[config.mk]
export PLATFORM = sky130hd
export DESIGN_NAME = power_sleep_wake_sequencer_top_flat
export DESIGN_NICKNAME = d
export VERILOG_FILES = /design/src/rtl/pss_pkg.sv /design/src/rtl/pss_ifs.sv /design/src/rtl/pss_in_reg.sv /design/src/rtl/pss_fsm.sv /design/src/rtl/pss_out_reg.sv /design/src/rtl/power_sleep_wake_sequencer_top.sv /design/src/flat_wrapper.sv
export SDC_FILE = /design/constraint.sdc
export NUM_CORES = 1
export LEC_CHECK = 0
export BUFFER_PORTS_ARGS = -buffer_cell sky130_fd_sc_hd__buf_2
export CAP_MARGIN = 5
export CORE_ASPECT_RATIO = 0.6
export CORE_MARGIN = 4
export CORE_UTILIZATION = 54
export CTS_BUF_LIST = sky130_fd_sc_hd__clkbuf_4 sky130_fd_sc_hd__clkbuf_8
export CTS_CLUSTER_SIZE = 24
export DETAILED_ROUTE_END_ITERATION = 8
export GPL_TIMING_DRIVEN = 0
export PLACE_DENSITY = 0.74
export REMOVE_ABC_BUFFERS = 1
export SLEW_MARGIN = 25
export SYNTH_ARGS = -nofsm -noshare
export SYNTH_HDL_FRONTEND = slang
export SYNTH_HIERARCHICAL = 1
export SYNTH_SLANG_ARGS = --single-unit
export TNS_END_PERCENT = 1
[constraint.sdc]
create_clock -name i_clk -period 11.2 [get_ports i_clk]
set_input_delay 0.56 -clock i_clk [delete_from_list [all_inputs] [get_ports i_clk]]
set_output_delay 0.56 -clock i_clk [all_outputs]
set_load 0.03 [all_outputs]
[src/rtl/pss_pkg.sv]
// Package: types, codes and constants of the power sleep/wake sequencer.
package pss_pkg;

    localparam int TIMER_WIDTH = 16;
    localparam int CFG_W       = 16;
    localparam int CFG_IDX_W   = 2;

    localparam logic [CFG_W-1:0] SHUTDOWN_TIMEOUT_RST  = 16'd5000;
    localparam logic [CFG_W-1:0] INTERFACE_TIMEOUT_RST = 16'd60000;

    localparam logic [CFG_IDX_W-1:0] CFG_SHUTDOWN_TIMEOUT  = 2'd0;
    localparam logic [CFG_IDX_W-1:0] CFG_INTERFACE_TIMEOUT = 2'd1;

    localparam logic [1:0] REASON_POWER_ON = 2'd0;
    localparam logic [1:0] REASON_ALARM    = 2'd1;
    localparam logic [1:0] REASON_USER     = 2'd2;

    localparam logic [1:0] BTN_NONE = 2'd0;
    localparam logic [1:0] BTN_ZERO = 2'd1;
    localparam logic [1:0] BTN_ONE  = 2'd2;

    typedef enum logic [1:0] {
        MODE_ACTIVE  = 2'd0,
        MODE_SHUTREQ = 2'd1,
        MODE_SLEEP   = 2'd2,
        MODE_UI      = 2'd3
    } t_mode;

    typedef struct packed {
        logic tick;
        logic ev_shutdown_request;
        logic ev_shutdown_abort;
        logic ev_alarm_wake;
        logic ev_user_wake;
        logic ev_button_a;
        logic ev_button_b;
    } t_in_item;

    typedef struct packed {
        logic [1:0] mode;
        logic [1:0] wake_reason;
        logic       main_rail_on;
        logic       host_rail_on;
        logic       state_announce;
        logic [1:0] button_report;
    } t_out_item;

    typedef struct packed {
        logic                 we;
        logic [CFG_IDX_W-1:0] idx;
        logic [CFG_W-1:0]     data;
    } t_cfg_wr;

endpackage

[src/rtl/pss_ifs.sv]
// Interfaces: event beat channel in, status beat channel out.
interface pss_in_if import pss_pkg::*; ();
    logic     valid;
    logic     ready;
    t_in_item data;

    modport source (output valid, output data, input ready);
    modport sink   (input valid, input data, output ready);
endinterface

interface pss_out_if import pss_pkg::*; ();
    logic      valid;
    logic      ready;
    t_out_item data;

    modport source (output valid, output data, input ready);
    modport sink   (input valid, input data, output ready);
endinterface

[src/rtl/pss_in_reg.sv]
// Input register: holds one event beat until the sequencer consumes it.
module pss_in_reg import pss_pkg::*; (
    input  logic        i_clk,
    input  logic        i_rst_n,
    pss_in_if.sink      i_in_ch,
    input  logic        i_take,
    output logic        o_valid,
    output t_in_item    o_item
);

    logic     r_valid;
    t_in_item r_item;

    assign i_in_ch.ready = !r_valid || i_take;
    assign o_valid       = r_valid;
    assign o_item        = r_item;

    always_ff @(posedge i_clk) begin
        if (!i_rst_n) begin
            r_valid <= 1'b0;
        end else if (i_in_ch.valid && i_in_ch.ready) begin
            r_valid <= 1'b1;
        end else if (i_take) begin
            r_valid <= 1'b0;
        end
    end

    always_ff @(posedge i_clk) begin
        if (i_in_ch.valid && i_in_ch.ready) begin
            r_item <= i_in_ch.data;
        end
    end

endmodule

[src/rtl/pss_fsm.sv]
// Sequencer state machine: mode, wake reason, dwell timer, rails, timeout registers.
module pss_fsm import pss_pkg::*; (
    input  logic      i_clk,
    input  logic      i_rst_n,
    input  t_cfg_wr   i_cfg,
    input  logic      i_valid,
    input  t_in_item  i_item,
    input  logic      i_space,
    output logic      o_take,
    output t_out_item o_result
);

    localparam int CMP_W = ((TIMER_WIDTH > CFG_W) ? TIMER_WIDTH : CFG_W) + 1;

    t_mode                  r_mode, n_mode;
    logic [1:0]             r_reason, n_reason;
    logic [TIMER_WIDTH-1:0] r_dwell, n_dwell;
    logic                   r_main, n_main;
    logic                   r_host, n_host;
    logic [CFG_W-1:0]       r_shut_tmo, r_ui_tmo;

    logic             ev_any;
    logic             ended;
    logic             hit;
    t_mode            target;
    logic [1:0]       button;
    logic [CFG_W-1:0] limit;
    logic [CMP_W-1:0] dwell_inc;

    assign o_take = i_valid && i_space;

    // config registers
    always_ff @(posedge i_clk) begin
        if (!i_rst_n) begin
            r_shut_tmo <= SHUTDOWN_TIMEOUT_RST;
            r_ui_tmo   <= INTERFACE_TIMEOUT_RST;
        end else if (i_cfg.we) begin
            case (i_cfg.idx)
                CFG_SHUTDOWN_TIMEOUT:  r_shut_tmo <= i_cfg.data;
                CFG_INTERFACE_TIMEOUT: r_ui_tmo   <= i_cfg.data;
                default: ;
            endcase
        end
    end

    // state register
    always_ff @(posedge i_clk) begin
        if (!i_rst_n) begin
            r_mode   <= MODE_ACTIVE;
            r_reason <= REASON_POWER_ON;
            r_dwell  <= '0;
            r_main   <= 1'b1;
            r_host   <= 1'b1;
        end else if (o_take) begin
            r_mode   <= n_mode;
            r_reason <= n_reason;
            r_dwell  <= n_dwell;
            r_main   <= n_main;
            r_host   <= n_host;
        end
    end

    // timeout test: saturated timer or incremented count reaching the limit
    assign limit     = (r_mode == MODE_SHUTREQ) ? r_shut_tmo : r_ui_tmo;
    assign dwell_inc = CMP_W'(r_dwell) + CMP_W'(1);
    assign hit       = (&r_dwell) || (dwell_inc >= CMP_W'(limit));

    always_comb begin
        ev_any   = i_item.ev_shutdown_request || i_item.ev_shutdown_abort ||
                   i_item.ev_alarm_wake || i_item.ev_user_wake ||
                   i_item.ev_button_a || i_item.ev_button_b;
        ended    = ev_any;
        target   = r_mode;
        button   = BTN_NONE;
        n_reason = r_reason;
        n_dwell  = r_dwell;
        n_main   = r_main;
        n_host   = r_host;
        n_mode   = r_mode;

        case (r_mode)
            MODE_ACTIVE: begin
                if (i_item.ev_shutdown_request) begin
                    target = MODE_SHUTREQ;
                end
            end
            MODE_SHUTREQ: begin
                if (ev_any) begin
                    target = (i_item.ev_shutdown_abort || i_item.ev_alarm_wake) ?
                             MODE_ACTIVE : MODE_SLEEP;
                end else if (i_item.tick) begin
                    if (hit) begin
                        ended  = 1'b1;
                        target = MODE_SLEEP;
                    end else begin
                        n_dwell = dwell_inc[TIMER_WIDTH-1:0];
                    end
                end
            end
            MODE_SLEEP: begin
                if (i_item.ev_alarm_wake) begin
                    n_reason = REASON_ALARM;
                    target   = MODE_ACTIVE;
                end else if (i_item.ev_user_wake) begin
                    n_reason = REASON_USER;
                    target   = MODE_ACTIVE;
                end else if (i_item.ev_button_a || i_item.ev_button_b) begin
                    target = MODE_UI;
                end
            end
            MODE_UI: begin
                if (ev_any) begin
                    target = MODE_SLEEP;
                    if (i_item.ev_alarm_wake) begin
                        n_reason = REASON_ALARM;
                        target   = MODE_ACTIVE;
                    end else if (i_item.ev_button_a) begin
                        button = BTN_ZERO;
                    end else if (i_item.ev_button_b) begin
                        button = BTN_ONE;
                    end else if (i_item.ev_user_wake) begin
                        n_reason = REASON_USER;
                        target   = MODE_ACTIVE;
                    end
                end else if (i_item.tick) begin
                    if (hit) begin
                        ended  = 1'b1;
                        target = MODE_SLEEP;
                    end else begin
                        n_dwell = dwell_inc[TIMER_WIDTH-1:0];
                    end
                end
            end
            default: ;
        endcase

        // wait over: clear timer, run rail exit/entry actions on a real change
        if (ended) begin
            n_dwell = '0;
            if (target != r_mode) begin
                if (r_mode == MODE_SLEEP) begin
                    n_main = 1'b1;
                end
                if (target == MODE_SLEEP) begin
                    n_host = 1'b0;
                    n_main = 1'b0;
                end else if (target == MODE_ACTIVE) begin
                    n_host = 1'b1;
                end
                n_mode = target;
            end
        end

        o_result.mode           = n_mode;
        o_result.wake_reason    = n_reason;
        o_result.main_rail_on   = n_main;
        o_result.host_rail_on   = n_host;
        o_result.state_announce = ended;
        o_result.button_report  = button;
    end

endmodule

[src/rtl/pss_out_reg.sv]
// Result register: holds one status beat until the sink takes it.
module pss_out_reg import pss_pkg::*; (
    input  logic      i_clk,
    input  logic      i_rst_n,
    input  logic      i_load,
    input  t_out_item i_result,
    output logic      o_space,
    pss_out_if.source o_out_ch
);

    logic      r_valid;
    t_out_item r_data;

    assign o_space        = !r_valid || o_out_ch.ready;
    assign o_out_ch.valid = r_valid;
    assign o_out_ch.data  = r_data;

    always_ff @(posedge i_clk) begin
        if (!i_rst_n) begin
            r_valid <= 1'b0;
        end else if (i_load) begin
            r_valid <= 1'b1;
        end else if (o_out_ch.ready) begin
            r_valid <= 1'b0;
        end
    end

    always_ff @(posedge i_clk) begin
        if (i_load) begin
            r_data <= i_result;
        end
    end

endmodule

[src/rtl/power_sleep_wake_sequencer_top.sv]
// Power sleep/wake sequencer: one status beat out for every event beat in, one beat per
// clock sustained while the sink keeps ready; each beat passes the input register, then
// the result register. The four-mode state machine (active, shutdown requested, deep
// sleep, user interface) updates once per beat in a single registered step, which sets
// that throughput. The input register lets one more beat be taken while a status beat
// waits on a stalled sink. Ticks count toward the shutdown and interface timeouts only in
// those two modes and only in beats without an event flag; a timeout register of zero
// behaves as one. The main and host rail enables come out with every status beat; both
// are on after reset and wake reason reads power-on. Timeout registers are written through
// the plain write port (index 0 shutdown, index 1 interface, other indexes ignored); the
// user must write them only while the block is idle, which the block does not enforce.
module power_sleep_wake_sequencer_top import pss_pkg::*; (
    input  logic                 i_clk,
    input  logic                 i_rst_n,
    pss_in_if.sink               i_in_ch,
    pss_out_if.source            o_out_ch,
    input  logic                 i_cfg_we,
    input  logic [CFG_IDX_W-1:0] i_cfg_idx,
    input  logic [CFG_W-1:0]     i_cfg_data
);

    logic      in_valid;
    t_in_item  in_item;
    logic      take;
    logic      space;
    t_out_item result;
    t_cfg_wr   cfg;

    assign cfg.we   = i_cfg_we;
    assign cfg.idx  = i_cfg_idx;
    assign cfg.data = i_cfg_data;

    // beat holding stage
    pss_in_reg u_in_reg (
        .i_clk   (i_clk),
        .i_rst_n (i_rst_n),
        .i_in_ch (i_in_ch),
        .i_take  (take),
        .o_valid (in_valid),
        .o_item  (in_item)
    );

    // mode decision, rails and timers; steps only when the result register has room
    pss_fsm u_fsm (
        .i_clk    (i_clk),
        .i_rst_n  (i_rst_n),
        .i_cfg    (cfg),
        .i_valid  (in_valid),
        .i_item   (in_item),
        .i_space  (space),
        .o_take   (take),
        .o_result (result)
    );

    // status beat register
    pss_out_reg u_out_reg (
        .i_clk    (i_clk),
        .i_rst_n  (i_rst_n),
        .i_load   (take),
        .i_result (result),
        .o_space  (space),
        .o_out_ch (o_out_ch)
    );

endmodule

[src/flat_wrapper.sv]
// flat-port wrapper written by rule: the top's interface ports become plain ports
module power_sleep_wake_sequencer_top_flat import pss_pkg::*;
  (i_clk, i_rst_n, i_cfg_we, i_cfg_idx, i_cfg_data, i_in_ch_valid, i_in_ch_data, i_in_ch_ready, o_out_ch_valid, o_out_ch_data, o_out_ch_ready);
  pss_in_if i_in_ch_i ();
  pss_out_if o_out_ch_i ();
  input  logic i_clk;
  input  logic i_rst_n;
  input  logic i_cfg_we;
  input  logic [CFG_IDX_W-1:0] i_cfg_idx;
  input  logic [CFG_W-1:0] i_cfg_data;
  input wire logic [$bits(i_in_ch_i.valid)-1:0] i_in_ch_valid;
  input wire logic [$bits(i_in_ch_i.data)-1:0] i_in_ch_data;
  output wire logic [$bits(i_in_ch_i.ready)-1:0] i_in_ch_ready;
  output wire logic [$bits(o_out_ch_i.valid)-1:0] o_out_ch_valid;
  output wire logic [$bits(o_out_ch_i.data)-1:0] o_out_ch_data;
  input wire logic [$bits(o_out_ch_i.ready)-1:0] o_out_ch_ready;
  assign i_in_ch_i.valid = i_in_ch_valid;
  assign i_in_ch_i.data = i_in_ch_data;
  assign i_in_ch_ready = i_in_ch_i.ready;
  assign o_out_ch_valid = o_out_ch_i.valid;
  assign o_out_ch_data = o_out_ch_i.data;
  assign o_out_ch_i.ready = o_out_ch_ready;
  power_sleep_wake_sequencer_top u_core (.i_clk(i_clk), .i_rst_n(i_rst_n), .i_in_ch(i_in_ch_i), .o_out_ch(o_out_ch_i), .i_cfg_we(i_cfg_we), .i_cfg_idx(i_cfg_idx), .i_cfg_data(i_cfg_data));
endmodule
Word-level counts from Yosys, hierarchy flattened
Index checks and enable logic that the tools add are counted.
W data, S select, Z words.

cells by class
  add/sub/neg operators = 1
  multipliers = 0
  divide/modulo/power cells = 0
  $lt $le $gt $ge = 1
  eq/ne operators = 8
  shift-type cells = 0
  mux-type cells = 47
  bitwise gates (word level) = 2
  reduce and logical (&&, ||, !) cells = 28

operators with widths
  kind                     count
  $mux W16                 6
  $mux W2                  22
  $add A16 B1 Y17 const B  1
  $ge A17 B16 Y1           1
  $mux W1                  17
  $reduce_and A16 Y1       1
  $logic_or A1 B1 Y1       10
  $pmux W2 S4              1
  $reduce_bool A2 Y1       4
  $eq A2 B2 Y1 const B     3
  $logic_not A2 Y1         3
  $reduce_and A5 Y1        1
  $eq A2 B1 Y1 const B     2
  $pmux W2 S2              1
  $reduce_and A2 Y1        2
  $reduce_or A4 Y1         1
  $reduce_or A3 Y1         1
  $logic_and A1 B1 Y1      2
  $logic_not A1 Y1         2
  $ne A2 B1 Y1 const B     1
  $ne A2 B2 Y1             1
  $ne A2 B2 Y1 const B     1
  $not A1 Y1               2
  $reduce_or A2 Y1         1

storage, ports and cells
  register bits after elaboration = 72
  latch bits = 0
  memory bits (writable) = 0
  ROM bits = 0
  input bits = 30
  output and inout port bits = 11
  word-level logic and storage cells = 110
  memories kept = 0

Logic depth before layout (Yosys ltp)
  depth after elaboration = 13
  depth in mapped cells = 14

Modules after synthesis
The synthesis kept the hierarchy.

by module, submodules not included
  module       instances  cells each  area each (µm²)
  pss_fsm      1          407         3154.3
  pss_out_reg  1          13          319.1
  pss_in_reg   1          12          267.8

Worst setup path after synthesis
Ideal clock, no wire load.

  path kind = flip-flop to flip-flop
  from = reg u_core.u_fsm.r_mode[0]
  to = reg u_core.u_out_reg.r_data (netlist bit u_core/u_out_reg/o_out_ch.data[8]), data pin
  setup time = 0.262 ns
  data arrival time = 3.545 ns
  required time = 10.938 ns
  setup slack = 7.393 ns
  stages on the path, launching flop included = 13
  clock period less this slack = 3.807 ns
  path through = dfxtp_1 clkbuf_1 nor2b_1 clkbuf_1 clkbuf_1 mux2i_1 ha_1 a21o_1 a21o_1 a221o_1 o2111ai_1 a21oi_1 or2_2

RTL lines
  what                    line               source
  from (decl)             pss_fsm.sv:15      t_mode r_mode, n_mode;
  from (signal assigned)  pss_fsm.sv:55      r_mode <= n_mode;
  to (signal assigned)    pss_out_reg.sv:30  r_data <= i_result;
  to (decl)               pss_out_reg.sv:12  t_out_item r_data;

==> impl_metrics.py <==
metrics = {
    "logic_synthesis": {
        "yosysTopAreaCell": "dfxtp_1",
        "async_flop_share": 0,
        "netlist_instances": 432,
        "synth_ff_type": "dfxtp_1",
        "synth_area_leaders": "dfxtp_1 30%, edfxtp_1 13%, nand2_1 9.0%, a21oi_1 5.9%, ha_1 5.7%",
        "ys_types": 51,
        "yosys_warnings": 6,
        "synth.avg_cell_area_um2": 8.66,
        "ys_seq_area_frac": 0.428,
        "synth-seq-cells": 72,
        "synth.top_cell.area_share": 0.300,
        "synth-edff-count": 16,
        "netlist_area_um2": 3740,
    },
    "global_routing": {
        "grt_first_pass_wirelength_um": 14100,
        "grt-ovfl-total": 0,
        "antenna_found_initial": 0,
        "grt_max_degree": 40,
        "grt_pass1_vias": 3040,
        "grtUsageTotal": 0.215,
    },
    "timing": {
        "setup_ws_ns": 7.27,
        "maxSlewHeadroom": 0.482,
        "worst_pin_slew_ns": 0.777,
        "finalHoldViolCount": 0,
        "rsz0062_at_grt": "false",
        "final-setup-viol-count": 0,
        "final.setup.tns_ns": 0,
        "fin_crit_ns": 3.93,
        "clock.fmax_mhz": 254,
        "whs_ns": 0.380,
        "finClkSkew_ns": 0.0131,
        "fin_crit_sh": 0.351,
        "drv_slew": 0,
    },
    "placement": {
        "place_ws_ns": 7.30,
        "place_hpwl_um": 6110,
        "numPortBuffers": 40,
        "routabilityCongestion": 0.824,
        "post-place-cells": 530,
        "place_area_um2": 3950,
    },
    "detailed_routing": {
        "drt-vias-per-instance": 5.95,
        "drt_first_iter_violations": 291,
        "vias": 3244,
        "drc": 0,
        "postRouteAntennaNets": 0,
        "dr.pass1.iters": 5,
        "wirelength_um": 8600,
        "wl_per_cell_um": 15.8,
    },
    "power_and_ir_drop": {
        "p_leak_nw": 1.59,
        "ir_worst_vdd_uv": 84.6,
        "power.total_mw": 0.523,
        "power_density_nw_per_um2": 127,
    },
    "clocking": {
        "htreeDepth": 3,
        "cts_tree": "done",
        "clockBufferDepth": 2,
        "cts_sinks": 72,
        "cts_resized": 0,
        "cts_made_buffers": 9,
        "clk_latency_ns": 0.36,
        "hold_buffers": 0,
        "cts.root.buffer_cell": "clkbuf_8",
        "cts_setup_buffers": 0,
        "clk_pin_slew_ns": 0.08,
    },
    "critical_path": {
        "critical_path.max_fanout": 28,
        "end_kind": "flop",
        "worstSetupPathType": "flop to flop",
        "cp-start-kind": "flop",
        "cp.required_ns": 11.31,
        "worstPathArrival_ns": 4.05,
    },
    "final_layout": {
        "final_cells": 545,
        "post-route-util": 0.615,
        "nets": 501,
        "nFillCells": 580,
        "area_delta_synth_final_pct": 10.2,
        "drive_above_1_share": 0.166,
        "fin_area_um2": 4120,
        "diodes": 0,
    },
    "outcome": {
        "status": "completed",
    },
    "floorplan": {
        "die_x_um": 115,
        "boundaryPins": 41,
        "core_um2": 6710,
        "row_count": 23,
        "die_area_um2": 8370,
        "start_util": 0.558,
        "die_y_um": 72.5,
    },
    "job": {
        "max-cap-violations": 0,
    },
    "worst_hold_path": {
        "hp-class": "input port to flop",
    },
}
## layer usage
metal  part of all wire  global-route usage  wire length (µm)  up-vias
met4              0.010              0.0820                87        0
met1               0.47               0.290              4010     1545
met5                  0                   0                 0        -
li1                   -                   -                 -     1579
met2               0.44               0.325              3810      112
met3              0.080              0.0683               688        8
## critical path, stage by stage, from the launching register on
cell       delay (ns)
dfxtp_1          0.55
nor2b_4          0.66
mux2i_1          0.29
ha_1             0.27
a21o_1           0.16
a21o_1           0.17
a221o_1          0.40
o2111ai_4        0.65
a21oi_1          0.19
or2_2            0.34
## layout by cell type, fill, tap and decap left out, types with 2 or more instances in the layout
cell type / synthesis / routed
and2_1: 5 / 5
nand2b_4: 2 / 2
nor2b_1: 4 / 3
and3_1: 6 / 6
edfxtp_1: 16 / 16
nor4_1: 2 / 2
nand2_1: 90 / 90
or4_4: 2 / 2
a21o_1: 3 / 3
a31oi_1: 5 / 5
clkbuf_4: 0 / 4
nor3_1: 11 / 11
a21oi_1: 44 / 44
clkbuf_8: 0 / 10
buf_2: 3 / 40
a211oi_1: 2 / 2
ha_1: 17 / 17
xnor2_1: 12 / 12
inv_1: 5 / 4
dfxtp_1: 56 / 56
nand3_1: 27 / 27
nor2_1: 19 / 19
a21boi_2: 2 / 2
nor3b_1: 3 / 2
and4_1: 3 / 3
nand4_1: 17 / 17
xor2_1: 2 / 2
o21ai_0: 7 / 7
or2_2: 2 / 2
mux2i_1: 16 / 16
o32a_1: 2 / 2
o211ai_1: 3 / 3
## worst paths after layout
check                                                         startpoint                                          end  slack (ns)  cells after the start
worst max-delay path                 u_core/u_fsm/r_mode[0]$_SDFFE_PN0P_  u_core/u_out_reg/o_out_ch.data[8]$_DFFE_PP_        7.27                      9
worst max register to register       u_core/u_fsm/r_mode[0]$_SDFFE_PN0P_  u_core/u_out_reg/o_out_ch.data[8]$_DFFE_PP_        7.27                      9
worst min-delay path                                     i_in_ch_data[3]          u_core/u_in_reg/o_item[3]$_DFFE_PP_        0.38                      1
worst min register to register  u_core/u_fsm/r_shut_tmo[13]$_SDFFE_PN0P_     u_core/u_fsm/r_shut_tmo[13]$_SDFFE_PN0P_        0.46                      2
## report_power, final
part	switching, mW	internal, mW
sequential	0.00657	0.275
clock	0.0914	0.0950
combinational	0.0350	0.0198
## area by class of cell
| cell class | instances | area (µm²) | area share |
|---|---|---|---|
| clock buffers | 14 | 168 | 0.0407 |
| flip-flops and latches | 72 | 1600 | 0.388 |
| multi-input cells | 325 | 2010 | 0.488 |
| clock inverters | 1 | 5.00 | 0.00121 |
| repair buffers | 41 | 208 | 0.0504 |
| well taps | 87 | 109 | 0.0264 |
| inverters | 5 | 18.8 | 0.00455 |
## sequential cells by signal, summed over array words and instances (netlist names)
| signal | flops |
|---|---|
| u_core/u_fsm/r_shut_tmo | 16 |
| u_core/u_fsm/r_mode | 2 |
| u_core/u_fsm/r_reason | 2 |
| u_core/u_fsm/r_main | 1 |
| u_core/u_fsm/r_dwell | 16 |
| u_core/u_in_reg/o_valid | 1 |
| u_core/u_out_reg/o_out_ch.data | 9 |
| u_core/u_out_reg/o_out_ch.valid | 1 |
| u_core/u_in_reg/o_item | 7 |
| u_core/u_fsm/r_ui_tmo | 16 |
| u_core/u_fsm/r_host | 1 |
## cells in the mapped netlist (all sizes together), types with 3 or more instances
| cell | n |
|---|---|
| a21o | 3 |
| a21oi | 44 |
| a31oi | 5 |
| and2 | 6 |
| and3 | 6 |
| and4 | 3 |
| buf | 9 |
| clkbuf | 21 |
| dfxtp | 56 |
| edfxtp | 16 |
| ha | 17 |
| inv | 5 |
| mux2i | 16 |
| nand2 | 90 |
| nand2b | 3 |
| nand3 | 27 |
| nand4 | 17 |
| nor2 | 19 |
| nor2b | 4 |
| nor3 | 11 |
| nor3b | 3 |
| o211ai | 3 |
| o21ai | 7 |
| xnor2 | 12 |
## logic make-up after synthesis
group | share of synthesized area
AND/OR/NAND/NOR | 0.266
adder cells (fa/ha/maj) | 0.0569
XOR/XNOR | 0.0328
multiplexers | 0.0458
buffers and inverters | 0.0421
flip-flops | 0.428
AO/OA/AOI/OAI | 0.129
Power figures use the tool's default switching activity.
